===== src/load_based_core_hotplug_policy_top_macros.svh =====
// Assertion macros for the hotplug policy modules; lbhp_emit includes them.
`ifndef LOAD_BASED_CORE_HOTPLUG_POLICY_TOP_MACROS_SVH
`define LOAD_BASED_CORE_HOTPLUG_POLICY_TOP_MACROS_SVH

// Same-cycle implication, sampled on clk and idle during reset.
`define LBHP_ASSERT(lbl, ante, cons, msg) \
  lbl: assert property (@(posedge clk) disable iff (!rst_n) (ante) |-> (cons)) \
    else $error(msg);

// Next-cycle implication, sampled on clk and idle during reset.
`define LBHP_ASSERT_NXT(lbl, ante, cons, msg) \
  lbl: assert property (@(posedge clk) disable iff (!rst_n) (ante) |=> (cons)) \
    else $error(msg);

`endif


===== src/lbhp_pkg.sv =====
package lbhp_pkg;

  localparam int MAX_CORES     = 8;
  localparam int NUM_CORES_DEF = 8;
  localparam int RATE_W        = 22;
  localparam int CORE_W        = 3;
  localparam int CNT_W         = 4;
  localparam int PCT_W         = 7;
  localparam int HOLD_W        = 3;
  localparam int PROD_W        = RATE_W + PCT_W;
  localparam int SCALED_W      = RATE_W + 8;
  localparam int CFG_IDX_W     = 3;
  localparam int CFG_DATA_W    = 7;
  localparam logic [HOLD_W-1:0] HOLD_MAX = 3'd7;

  typedef enum logic [1:0] {
    FUNC_TICK    = 2'd0,
    FUNC_SUSPEND = 2'd1,
    FUNC_RESUME  = 2'd2
  } func_t;

  typedef enum logic [1:0] {
    ACT_NONE    = 2'd0,
    ACT_ONLINE  = 2'd1,
    ACT_OFFLINE = 2'd2
  } action_t;

  typedef enum logic [CFG_IDX_W-1:0] {
    CFG_ENABLED      = 3'd0,
    CFG_SCREEN_OFF   = 3'd1,
    CFG_MOST_CORES   = 3'd2,
    CFG_FEWEST_CORES = 3'd3,
    CFG_UP_PERCENT   = 3'd4,
    CFG_DOWN_PERCENT = 3'd5,
    CFG_UP_HOLD      = 3'd6,
    CFG_DOWN_HOLD    = 3'd7
  } cfg_reg_t;

  typedef struct packed {
    logic              enabled;
    logic              screen_off_single;
    logic [CNT_W-1:0]  most_cores;
    logic [CNT_W-1:0]  fewest_cores;
    logic [PCT_W-1:0]  up_percent;
    logic [PCT_W-1:0]  down_percent;
    logic [HOLD_W-1:0] up_hold;
    logic [HOLD_W-1:0] down_hold;
  } cfg_t;

  typedef struct packed {
    func_t                               func;
    logic                                func_known;
    logic [MAX_CORES-1:0]                mask;
    logic [PROD_W-1:0]                   up_prod;
    logic [PROD_W-1:0]                   down_prod;
    logic [MAX_CORES-1:0][RATE_W-1:0]    rate;
  } item_t;

  typedef struct packed {
    action_t              action;
    logic [MAX_CORES-1:0] cores;
  } plan_t;

endpackage


===== src/lbhp_in_if.sv =====
interface lbhp_in_if
  import lbhp_pkg::*;
();
  logic              valid;
  logic              ready;
  logic [1:0]        func;
  logic [7:0]        online_mask;
  logic [RATE_W-1:0] max_freq;
  logic [RATE_W-1:0] freq_core0;
  logic [RATE_W-1:0] freq_core1;
  logic [RATE_W-1:0] freq_core2;
  logic [RATE_W-1:0] freq_core3;
  logic [RATE_W-1:0] freq_core4;
  logic [RATE_W-1:0] freq_core5;
  logic [RATE_W-1:0] freq_core6;
  logic [RATE_W-1:0] freq_core7;

  modport source (
    output valid, func, online_mask, max_freq, freq_core0, freq_core1, freq_core2,
           freq_core3, freq_core4, freq_core5, freq_core6, freq_core7,
    input  ready
  );
  modport sink (
    input  valid, func, online_mask, max_freq, freq_core0, freq_core1, freq_core2,
           freq_core3, freq_core4, freq_core5, freq_core6, freq_core7,
    output ready
  );
endinterface


===== src/lbhp_out_if.sv =====
interface lbhp_out_if
  import lbhp_pkg::*;
();
  logic              valid;
  logic              ready;
  logic [1:0]        action;
  logic [CORE_W-1:0] core;
  logic              last;

  modport source (output valid, action, core, last, input ready);
  modport sink   (input valid, action, core, last, output ready);
endinterface


===== src/lbhp_in_stage.sv =====
module lbhp_in_stage
  import lbhp_pkg::*;
#(
  parameter int NUM_CORES = NUM_CORES_DEF
) (
  input  logic       clk,
  input  logic       rst_n,
  input  cfg_t       cfg,
  lbhp_in_if.sink    in_ch,
  input  logic       load,
  output logic       item_vld,
  output item_t      item
);

  logic  vld_r;
  logic  vld_nxt;
  item_t item_r;
  item_t item_nxt;
  logic  accept;

  assign in_ch.ready = !vld_r || load;
  assign accept      = in_ch.valid && in_ch.ready;

  always_comb begin
    vld_nxt = vld_r;
    if (accept) begin
      vld_nxt = 1'b1;
    end else if (load) begin
      vld_nxt = 1'b0;
    end
  end

  always_comb begin
    item_nxt            = item_r;
    item_nxt.func       = func_t'(in_ch.func);
    item_nxt.func_known = (in_ch.func != 2'd3);
    item_nxt.mask       = '0;
    for (int i = 0; i < NUM_CORES; i++) begin
      item_nxt.mask[i] = (i == 0) ? 1'b1 : in_ch.online_mask[i];
    end
    item_nxt.up_prod   = PROD_W'(cfg.up_percent) * PROD_W'(in_ch.max_freq);
    item_nxt.down_prod = PROD_W'(cfg.down_percent) * PROD_W'(in_ch.max_freq);
    item_nxt.rate[0]   = in_ch.freq_core0;
    item_nxt.rate[1]   = in_ch.freq_core1;
    item_nxt.rate[2]   = in_ch.freq_core2;
    item_nxt.rate[3]   = in_ch.freq_core3;
    item_nxt.rate[4]   = in_ch.freq_core4;
    item_nxt.rate[5]   = in_ch.freq_core5;
    item_nxt.rate[6]   = in_ch.freq_core6;
    item_nxt.rate[7]   = in_ch.freq_core7;
  end

  always_ff @(posedge clk) begin
    if (!rst_n) begin
      vld_r <= 1'b0;
    end else begin
      vld_r <= vld_nxt;
    end
  end

  always_ff @(posedge clk) begin
    if (accept) begin
      item_r <= item_nxt;
    end
  end

  assign item_vld = vld_r;
  assign item     = item_r;

endmodule


===== src/lbhp_decide.sv =====
module lbhp_decide
  import lbhp_pkg::*;
#(
  parameter int NUM_CORES = NUM_CORES_DEF
) (
  input  logic  clk,
  input  logic  rst_n,
  input  cfg_t  cfg,
  input  item_t item,
  input  logic  load,
  output plan_t plan
);

  logic [HOLD_W-1:0]    hold_r;
  logic [HOLD_W-1:0]    hold_nxt;
  logic                 suspended_r;
  logic                 suspended_nxt;
  logic [HOLD_W-1:0]    hold_inc;
  logic [CNT_W-1:0]     num;
  logic [CNT_W-1:0]     rcnt;
  logic                 have_slow;
  logic [RATE_W-1:0]    slow;
  logic [RATE_W-1:0]    fast;
  logic [CORE_W-1:0]    slow_core;
  logic                 have_off;
  logic [CORE_W-1:0]    off_core;
  logic                 slow_hi;
  logic                 fast_lo;
  logic [MAX_CORES-1:0] sel;
  action_t              act;

  function automatic logic [SCALED_W-1:0] times100(input logic [RATE_W:0] x);
    logic [SCALED_W-1:0] w;
    w = SCALED_W'(x);
    return (w << 6) + (w << 5) + (w << 2);
  endfunction

  always_comb begin
    hold_inc = (hold_r < HOLD_MAX) ? hold_r + 1'b1 : hold_r;

    num = '0;
    for (int i = 0; i < NUM_CORES; i++) begin
      num = num + CNT_W'(item.mask[i]);
    end

    have_slow = 1'b0;
    slow      = '0;
    slow_core = '0;
    fast      = item.rate[0];
    for (int i = 1; i < NUM_CORES; i++) begin
      if (item.mask[i]) begin
        if (!have_slow || item.rate[i] <= slow) begin
          have_slow = 1'b1;
          slow      = item.rate[i];
          slow_core = CORE_W'(i);
        end else if (item.rate[i] > fast) begin
          fast = item.rate[i];
        end
      end
    end
    if (!have_slow || item.rate[0] < slow) begin
      slow = item.rate[0];
    end

    // Thresholds compared as 100 * rate against percent * max_freq.
    slow_hi = times100({1'b0, slow}) > SCALED_W'(item.up_prod);
    fast_lo = times100({1'b0, fast} + 1'b1) <= SCALED_W'(item.down_prod);

    have_off = 1'b0;
    off_core = '0;
    for (int i = NUM_CORES - 1; i >= 1; i--) begin
      if (!item.mask[i]) begin
        have_off = 1'b1;
        off_core = CORE_W'(i);
      end
    end

    rcnt = num;
    sel  = '0;
    act  = ACT_NONE;
    hold_nxt      = hold_r;
    suspended_nxt = suspended_r;

    if (cfg.enabled && item.func_known) begin
      unique case (item.func)
        FUNC_TICK: begin
          if (!suspended_r) begin
            hold_nxt = hold_inc;
            if (slow_hi) begin
              if (num < cfg.most_cores && hold_inc >= cfg.up_hold && have_off) begin
                act           = ACT_ONLINE;
                sel[off_core] = 1'b1;
                hold_nxt      = '0;
              end
            end else if (have_slow && fast_lo) begin
              if (num > cfg.fewest_cores && hold_inc >= cfg.down_hold) begin
                act            = ACT_OFFLINE;
                sel[slow_core] = 1'b1;
                hold_nxt       = '0;
              end
            end
          end
        end
        FUNC_SUSPEND: begin
          suspended_nxt = 1'b1;
          if (cfg.screen_off_single) begin
            act = ACT_OFFLINE;
            sel = item.mask & ~MAX_CORES'(1);
          end
        end
        FUNC_RESUME: begin
          suspended_nxt = 1'b0;
          if (cfg.screen_off_single) begin
            act = ACT_ONLINE;
            for (int i = 0; i < NUM_CORES; i++) begin
              if (rcnt < cfg.most_cores && !item.mask[i]) begin
                sel[i] = 1'b1;
                rcnt   = rcnt + 1'b1;
              end
            end
          end
        end
        default: begin
          act = ACT_NONE;
        end
      endcase
    end

    if (sel == '0) begin
      plan.action = ACT_NONE;
      plan.cores  = MAX_CORES'(1);
    end else begin
      plan.action = act;
      plan.cores  = sel;
    end
  end

  always_ff @(posedge clk) begin
    if (!rst_n) begin
      hold_r      <= '0;
      suspended_r <= 1'b0;
    end else if (load) begin
      hold_r      <= hold_nxt;
      suspended_r <= suspended_nxt;
    end
  end

endmodule


===== src/lbhp_emit.sv =====
`include "load_based_core_hotplug_policy_top_macros.svh"

module lbhp_emit
  import lbhp_pkg::*;
(
  input  logic       clk,
  input  logic       rst_n,
  input  logic       plan_vld,
  input  plan_t      plan,
  lbhp_out_if.source out_ch,
  output logic       load
);

  logic                 vld_r;
  logic                 vld_nxt;
  action_t              act_r;
  action_t              act_nxt;
  logic [MAX_CORES-1:0] cores_r;
  logic [MAX_CORES-1:0] cores_nxt;
  logic                 last;
  logic                 free;
  logic [CORE_W-1:0]    core;

  assign last = (cores_r & (cores_r - 1'b1)) == '0;
  assign free = !vld_r || (out_ch.ready && last);
  assign load = plan_vld && free;

  always_comb begin
    core = '0;
    for (int i = MAX_CORES - 1; i >= 0; i--) begin
      if (cores_r[i]) begin
        core = CORE_W'(i);
      end
    end
  end

  always_comb begin
    vld_nxt   = vld_r;
    act_nxt   = act_r;
    cores_nxt = cores_r;
    if (load) begin
      vld_nxt   = 1'b1;
      act_nxt   = plan.action;
      cores_nxt = plan.cores;
    end else if (vld_r && out_ch.ready) begin
      if (last) begin
        vld_nxt = 1'b0;
      end else begin
        cores_nxt = cores_r & (cores_r - 1'b1);
      end
    end
  end

  always_ff @(posedge clk) begin
    if (!rst_n) begin
      vld_r <= 1'b0;
    end else begin
      vld_r <= vld_nxt;
    end
  end

  always_ff @(posedge clk) begin
    act_r   <= act_nxt;
    cores_r <= cores_nxt;
  end

  assign out_ch.valid  = vld_r;
  assign out_ch.action = act_r;
  assign out_ch.core   = core;
  assign out_ch.last   = last;

  `LBHP_ASSERT(a_vld_has_core, vld_r, cores_r != '0, "Result register holds no core.")
  `LBHP_ASSERT(a_none_is_last, vld_r && act_r == ACT_NONE, last, "No-action result not last.")
  `LBHP_ASSERT_NXT(a_more_follow, vld_r && out_ch.ready && !last, vld_r && $countones(cores_r) == $countones($past(cores_r)) - 1, "Pending results of an item were lost.")
  `LBHP_ASSERT_NXT(a_load_shows, load, vld_r && cores_r == $past(plan.cores), "Loaded plan not presented.")

endmodule


===== src/load_based_core_hotplug_policy_top.sv =====
// Core hotplug policy. Each input item (a sampling tick, a suspend or a resume
// event) yields one or more results on the output channel, the final one
// flagged by last; an item that changes nothing yields a single no-action
// result for core 0. An item passes through an input register, where the two
// threshold products are formed, and then through the decision logic into the
// result register, from which its results are offered on the output channel.
// An item giving one result frees the result register when it is taken, and a
// new item can be accepted in every cycle while the output is ready; an item
// giving several results (up to seven on suspend or resume) holds the result
// register until its last one is taken. There is no clearing pass after reset.
// The user must write configuration registers through cfg_we, cfg_index and
// cfg_data only while no item is in flight; the block does not enforce this.
module load_based_core_hotplug_policy_top
  import lbhp_pkg::*;
#(
  parameter int NUM_CORES = NUM_CORES_DEF
) (
  input  logic                  clk,
  input  logic                  rst_n,
  input  logic                  cfg_we,
  input  logic [CFG_IDX_W-1:0]  cfg_index,
  input  logic [CFG_DATA_W-1:0] cfg_data,
  lbhp_in_if.sink               in_ch,
  lbhp_out_if.source            out_ch
);

  cfg_t  cfg_r;
  cfg_t  cfg_nxt;
  logic  item_vld;
  item_t item;
  plan_t plan;
  logic  load;

  always_comb begin
    cfg_nxt = cfg_r;
    if (cfg_we) begin
      unique case (cfg_reg_t'(cfg_index))
        CFG_ENABLED:      cfg_nxt.enabled           = cfg_data[0];
        CFG_SCREEN_OFF:   cfg_nxt.screen_off_single = cfg_data[0];
        CFG_MOST_CORES:   cfg_nxt.most_cores        = cfg_data[CNT_W-1:0];
        CFG_FEWEST_CORES: cfg_nxt.fewest_cores      = cfg_data[CNT_W-1:0];
        CFG_UP_PERCENT:   cfg_nxt.up_percent        = cfg_data[PCT_W-1:0];
        CFG_DOWN_PERCENT: cfg_nxt.down_percent      = cfg_data[PCT_W-1:0];
        CFG_UP_HOLD:      cfg_nxt.up_hold           = cfg_data[HOLD_W-1:0];
        CFG_DOWN_HOLD:    cfg_nxt.down_hold         = cfg_data[HOLD_W-1:0];
        default:          cfg_nxt = cfg_r;
      endcase
    end
  end

  always_ff @(posedge clk) begin
    if (!rst_n) begin
      cfg_r.enabled           <= 1'b0;
      cfg_r.screen_off_single <= 1'b1;
      cfg_r.most_cores        <= CNT_W'(8);
      cfg_r.fewest_cores      <= CNT_W'(2);
      cfg_r.up_percent        <= PCT_W'(60);
      cfg_r.down_percent      <= PCT_W'(40);
      cfg_r.up_hold           <= HOLD_W'(2);
      cfg_r.down_hold         <= HOLD_W'(2);
    end else begin
      cfg_r <= cfg_nxt;
    end
  end

  lbhp_in_stage #(
    .NUM_CORES (NUM_CORES)
  ) u_in_stage (
    .clk      (clk),
    .rst_n    (rst_n),
    .cfg      (cfg_r),
    .in_ch    (in_ch),
    .load     (load),
    .item_vld (item_vld),
    .item     (item)
  );

  lbhp_decide #(
    .NUM_CORES (NUM_CORES)
  ) u_decide (
    .clk   (clk),
    .rst_n (rst_n),
    .cfg   (cfg_r),
    .item  (item),
    .load  (load),
    .plan  (plan)
  );

  lbhp_emit u_emit (
    .clk      (clk),
    .rst_n    (rst_n),
    .plan_vld (item_vld),
    .plan     (plan),
    .out_ch   (out_ch),
    .load     (load)
  );

endmodule

===== src/flat_wrapper.sv =====
// flat-port wrapper written by rule: the top's interface ports become plain ports
module load_based_core_hotplug_policy_top_flat import lbhp_pkg::*;
#(
  parameter int NUM_CORES = NUM_CORES_DEF
)
  (clk, rst_n, cfg_we, cfg_index, cfg_data, in_ch_valid, in_ch_func, in_ch_online_mask, in_ch_max_freq, in_ch_freq_core0, in_ch_freq_core1, in_ch_freq_core2, in_ch_freq_core3, in_ch_freq_core4, in_ch_freq_core5, in_ch_freq_core6, in_ch_freq_core7, in_ch_ready, out_ch_valid, out_ch_action, out_ch_core, out_ch_last, out_ch_ready);
  lbhp_in_if in_ch_i ();
  lbhp_out_if out_ch_i ();
  input  logic clk;
  input  logic rst_n;
  input  logic cfg_we;
  input  logic [CFG_IDX_W-1:0] cfg_index;
  input  logic [CFG_DATA_W-1:0] cfg_data;
  input wire logic [$bits(in_ch_i.valid)-1:0] in_ch_valid;
  input wire logic [$bits(in_ch_i.func)-1:0] in_ch_func;
  input wire logic [$bits(in_ch_i.online_mask)-1:0] in_ch_online_mask;
  input wire logic [$bits(in_ch_i.max_freq)-1:0] in_ch_max_freq;
  input wire logic [$bits(in_ch_i.freq_core0)-1:0] in_ch_freq_core0;
  input wire logic [$bits(in_ch_i.freq_core1)-1:0] in_ch_freq_core1;
  input wire logic [$bits(in_ch_i.freq_core2)-1:0] in_ch_freq_core2;
  input wire logic [$bits(in_ch_i.freq_core3)-1:0] in_ch_freq_core3;
  input wire logic [$bits(in_ch_i.freq_core4)-1:0] in_ch_freq_core4;
  input wire logic [$bits(in_ch_i.freq_core5)-1:0] in_ch_freq_core5;
  input wire logic [$bits(in_ch_i.freq_core6)-1:0] in_ch_freq_core6;
  input wire logic [$bits(in_ch_i.freq_core7)-1:0] in_ch_freq_core7;
  output wire logic [$bits(in_ch_i.ready)-1:0] in_ch_ready;
  output wire logic [$bits(out_ch_i.valid)-1:0] out_ch_valid;
  output wire logic [$bits(out_ch_i.action)-1:0] out_ch_action;
  output wire logic [$bits(out_ch_i.core)-1:0] out_ch_core;
  output wire logic [$bits(out_ch_i.last)-1:0] out_ch_last;
  input wire logic [$bits(out_ch_i.ready)-1:0] out_ch_ready;
  assign in_ch_i.valid = in_ch_valid;
  assign in_ch_i.func = in_ch_func;
  assign in_ch_i.online_mask = in_ch_online_mask;
  assign in_ch_i.max_freq = in_ch_max_freq;
  assign in_ch_i.freq_core0 = in_ch_freq_core0;
  assign in_ch_i.freq_core1 = in_ch_freq_core1;
  assign in_ch_i.freq_core2 = in_ch_freq_core2;
  assign in_ch_i.freq_core3 = in_ch_freq_core3;
  assign in_ch_i.freq_core4 = in_ch_freq_core4;
  assign in_ch_i.freq_core5 = in_ch_freq_core5;
  assign in_ch_i.freq_core6 = in_ch_freq_core6;
  assign in_ch_i.freq_core7 = in_ch_freq_core7;
  assign in_ch_ready = in_ch_i.ready;
  assign out_ch_valid = out_ch_i.valid;
  assign out_ch_action = out_ch_i.action;
  assign out_ch_core = out_ch_i.core;
  assign out_ch_last = out_ch_i.last;
  assign out_ch_i.ready = out_ch_ready;
  load_based_core_hotplug_policy_top #(.NUM_CORES(NUM_CORES)) u_core (.clk(clk), .rst_n(rst_n), .cfg_we(cfg_we), .cfg_index(cfg_index), .cfg_data(cfg_data), .in_ch(in_ch_i), .out_ch(out_ch_i));
endmodule

===== config.mk =====
export PLATFORM = sky130hd
export DESIGN_NAME = load_based_core_hotplug_policy_top_flat
export DESIGN_NICKNAME = d
export VERILOG_FILES = /design/src/lbhp_pkg.sv /design/src/lbhp_in_if.sv /design/src/lbhp_out_if.sv /design/src/lbhp_in_stage.sv /design/src/lbhp_decide.sv /design/src/lbhp_emit.sv /design/src/load_based_core_hotplug_policy_top.sv /design/src/flat_wrapper.sv
export VERILOG_INCLUDE_DIRS = /design/src /design/src/src
export SDC_FILE = /design/constraint.sdc
export NUM_CORES = 2
export LEC_CHECK = 0
export BUFFER_PORTS_ARGS = -buffer_cell sky130_fd_sc_hd__buf_2
export CORE_MARGIN = 2
export CORE_UTILIZATION = 30
export DETAILED_ROUTE_END_ITERATION = 16
export PLACE_DENSITY_LB_ADDON = 0.05
export SYNTH_ARGS = -nofsm -noshare
export SYNTH_HDL_FRONTEND = slang
export SYNTH_SLANG_ARGS = --single-unit

===== constraint.sdc =====
create_clock -name clk -period 27.1 [get_ports clk]
set_input_delay 4.065 -clock clk [delete_from_list [all_inputs] [get_ports clk]]
set_output_delay 4.065 -clock clk [all_outputs]
set_load 0.005 [all_outputs]

==> results.md <==
* Status: finished clean
* CTS tree: built
* Final antenna-violating net count at 0
* Cells after Synth at 4098
* DR DRC count at 0
* Via count at 30300
* Critical path arrival at 24.77 ns
* Max-cap viol count at 0
* Worst-skew pair later-pin latency at 0.59 ns
* Total global routing track utilization at 20.5%
* Pwr Density at 110 mW/mm2
* Worst Setup SP: u_core.u_in_stage.item[235]
* Core Area at 0.122 mm2
* FFs w/ async S/R, synth at 0%
* IO Count at 231
* Post-synth cell types at 101
* Root Buffer: clkbuf_16
* Clock-pin slew on the worst setup and hold paths at 0.06 ns
* Crit. End Element: register
* Drt initial violations at 1789
* Fin crit share at 90.2%
* Multi-input gate area at 0.0259 mm2
* Final instance area at 0.0424 mm2
* GP Congestion at 0.911
* Die H at 354 um
* HPWL Detailed at 107 mm
* Layout cell share with drive strength beyond 1 at 15.3%
* Hold slack at 0.476 ns
* Largest net degree at the start of global routing at 66
* First-pass GRT wire length at 195 mm
* Net count reported at finish at 5453
* Routed vias/inst at 4.96
* DP Area at 0.0412 mm2
* Lkg Pwr at 20.0 nW
* Critical path type: reg2reg
* Post-Syn Area at 0.0368 mm2
* Area grow syn2layout at 15.3%
* Gr ovfl total at 0
* Utilization after layout at 34.8%
* TritonCTS Buffers at 37
* Worst path max stage delay at 0.70 ns
* CP delay by family, top: compound AO/OA/AOI/OAI gates
* Critical Path RT at 27.41 ns
* Die X at 354 um
* Initial Utilization at 30.2%
* Worst-path fanout max at 34
* Flops & latches, synth at 290
* Worst VDD drop at 0.0621 mV
* Fillers at 12800
* Postcts setup bufs at 0
* Actual slew at the worst max-slew pin at 1.13 ns
* Yosys warnings at 0
* R2R Path Start: u_core.u_in_stage.item[235]
* Sequential-to-total area share from yosys stat at 22.7%
* Hold Vio Cnt, Final at 0
* RSZ-0062 raised after global routing: false
* Hold_buf cts at 0
* Post-synth EDFFs at 254
* Fin. max-slew vios at 0
* Die Footprint at 0.125 mm2
* Final min period at 24.45 ns
* Post_cts resized at 0
* Sink Count at 290
* Drt wl/cell at 21.2 um
* Worst hold-check path type: reg2reg
* Worst Hold Launch: u_core.cfg_r[1]
* Slew HR at 24.8%
* Top_reg_cell synth: edfxtp_1
* Initial antenna violation count at 2
* Detailed Routing Iterations Pass 1 at 5
* Avg Synthesized Cell Area at 8.97 um2
* Row cnt at 128
* Drt total wl at 129 mm
* Post-synth net total at 5092
* Final setup vio count at 0
* Sequential cell area at 0.00835 mm2
* Fmax at 40.9 MHz
* CTS H-tree lvls at 2
* Setup_tns at 0 ns
* IO Port Bufs at 229
* Buf/Inv on CP at 13
* CTS Buffer Depth at 3
* Worst path slowest cell: nor4_1
* Setup crit start kind: register
* Clk_skew at 0.0374 ns
* Vias in the first global route at 30200
[kinds of logic after synthesis]
kind of cell	count (synthesis)	synth area share (%)
mux	160	4.72
fa+ha+maj	773	31.2
simple gates	1244	16.3
buf+inv	660	6.92
compound gates	847	15.2
xor+xnor	124	2.95
flops	290	22.7
[per-stage QoR]
step / cells / total power [mW] / worst slack [ns]
2_1_floorplan: 4098 / 3.03 / 5.77
3_3_place_gp: 6045 / 4.16 / 2.58
3_5_place_dp: 6045 / 4.16 / 2.56
4_1_cts: 6110 / 4.71 / 2.50
5_1_grt: 6110 / 5.21 / 0.940
6_report: 6111 / 4.65 / 2.65
[synth_stat cells (102+ instances only)]
| cell | instances | share of area (%) |
|---|---|---|
| a21oi_1 | 272 | 3.7 |
| and2_1 | 106 | 1.8 |
| clkbuf_1 | 102 | 1.0 |
| edfxtp_1 | 254 | 21 |
| fa_1 | 239 | 13 |
| ha_1 | 532 | 18 |
| inv_1 | 522 | 5.3 |
| mux2_2 | 107 | 3.3 |
| nand2_1 | 476 | 4.9 |
| nand3_1 | 118 | 1.6 |
| nor2_1 | 199 | 2.0 |
| o21ai_0 | 158 | 2.2 |
[worst reg2reg max path: cells and delay by family (launching register included)]
kind / cells / cell delay (ns)
buffers and inverters: 13 / 2.21
muxes: 6 / 2.51
and+or+nand+nor: 23 / 4.92
AOI/OAI and AO/OA: 42 / 10.90
adders and majority gates: 11 / 3.37
DFF: 1 / 0.32
[layer usage]
metal  GRT usage [%]  share of wire (%)  vias to the layer above
met2            33.5                 46                      537
met5               0             0.0085                        -
li1                -                  -                    15100
met4            4.55                2.2                        2
met1            29.2                 49                    14500
met3            1.78                3.3                      108
[cells in the final DEF (no fill, tap or decap), drive strengths merged, types with 16 or more instances in the layout]
master and n:
fa 239, mux2 107, nor3 79, and3 19
nor2 201, nand4 71, a31o 20, a21o 101
inv 523, nand3 120, mux2i 53, a21boi 22
or3 21, nand2b 36, a211oi 37, xor2 34
o21a 32, o21ai 170, clkbuf 43, a21oi 272
and2 106, a31oi 17, o211ai 16, a311oi 22
a221oi 16, nand2 477, xnor2 90, nor2b 46
dfxtp 36, buf 459, edfxtp 254, ha 532
o31ai 16
[registers in the layout (all words and copies together) (netlist names)]
register	count
u_core.cfg_r	30
u_core.u_in_stage.item	244
u_core.u_emit.out_ch.action	2
u_core.u_emit.cores_r	8
u_core.u_emit.out_ch.valid	1
u_core.u_decide.hold_r	3
u_core.u_decide.suspended_r	1
u_core.u_in_stage.item_vld	1
[power breakdown]
group	switching [mW]	leakage [nW]	total (mW)	internal (mW)
logic	1.91	16.6	3.54	1.63
registers	0.0456	2.77	0.611	0.566
clock network	0.205	0.585	0.505	0.300
[final cells by class]
type / count / share of cell area (%)
Inverter: 523 / 4.63
Multi-Input combinational cell: 3148 / 61.1
Sequential cell: 290 / 19.7
Tap cell: 1625 / 4.80
Clock inverter: 22 / 0.537
Clock buffer: 43 / 2.34
Timing Repair Buffer: 459 / 6.90
Antenna cell: 1 / 0.00590
[path summary, 6_finish.rpt]
path / depth (start not counted) / slack, ns / endpoint
max reg2reg: 95 / 2.65 / u_core.u_emit.cores_r[0]
min: 2 / 0.48 / u_core.cfg_r[1]
max: 95 / 2.65 / u_core.u_emit.cores_r[0]
min reg2reg: 2 / 0.48 / u_core.cfg_r[1]
Note: power is estimated with default switching activity, not from simulation.
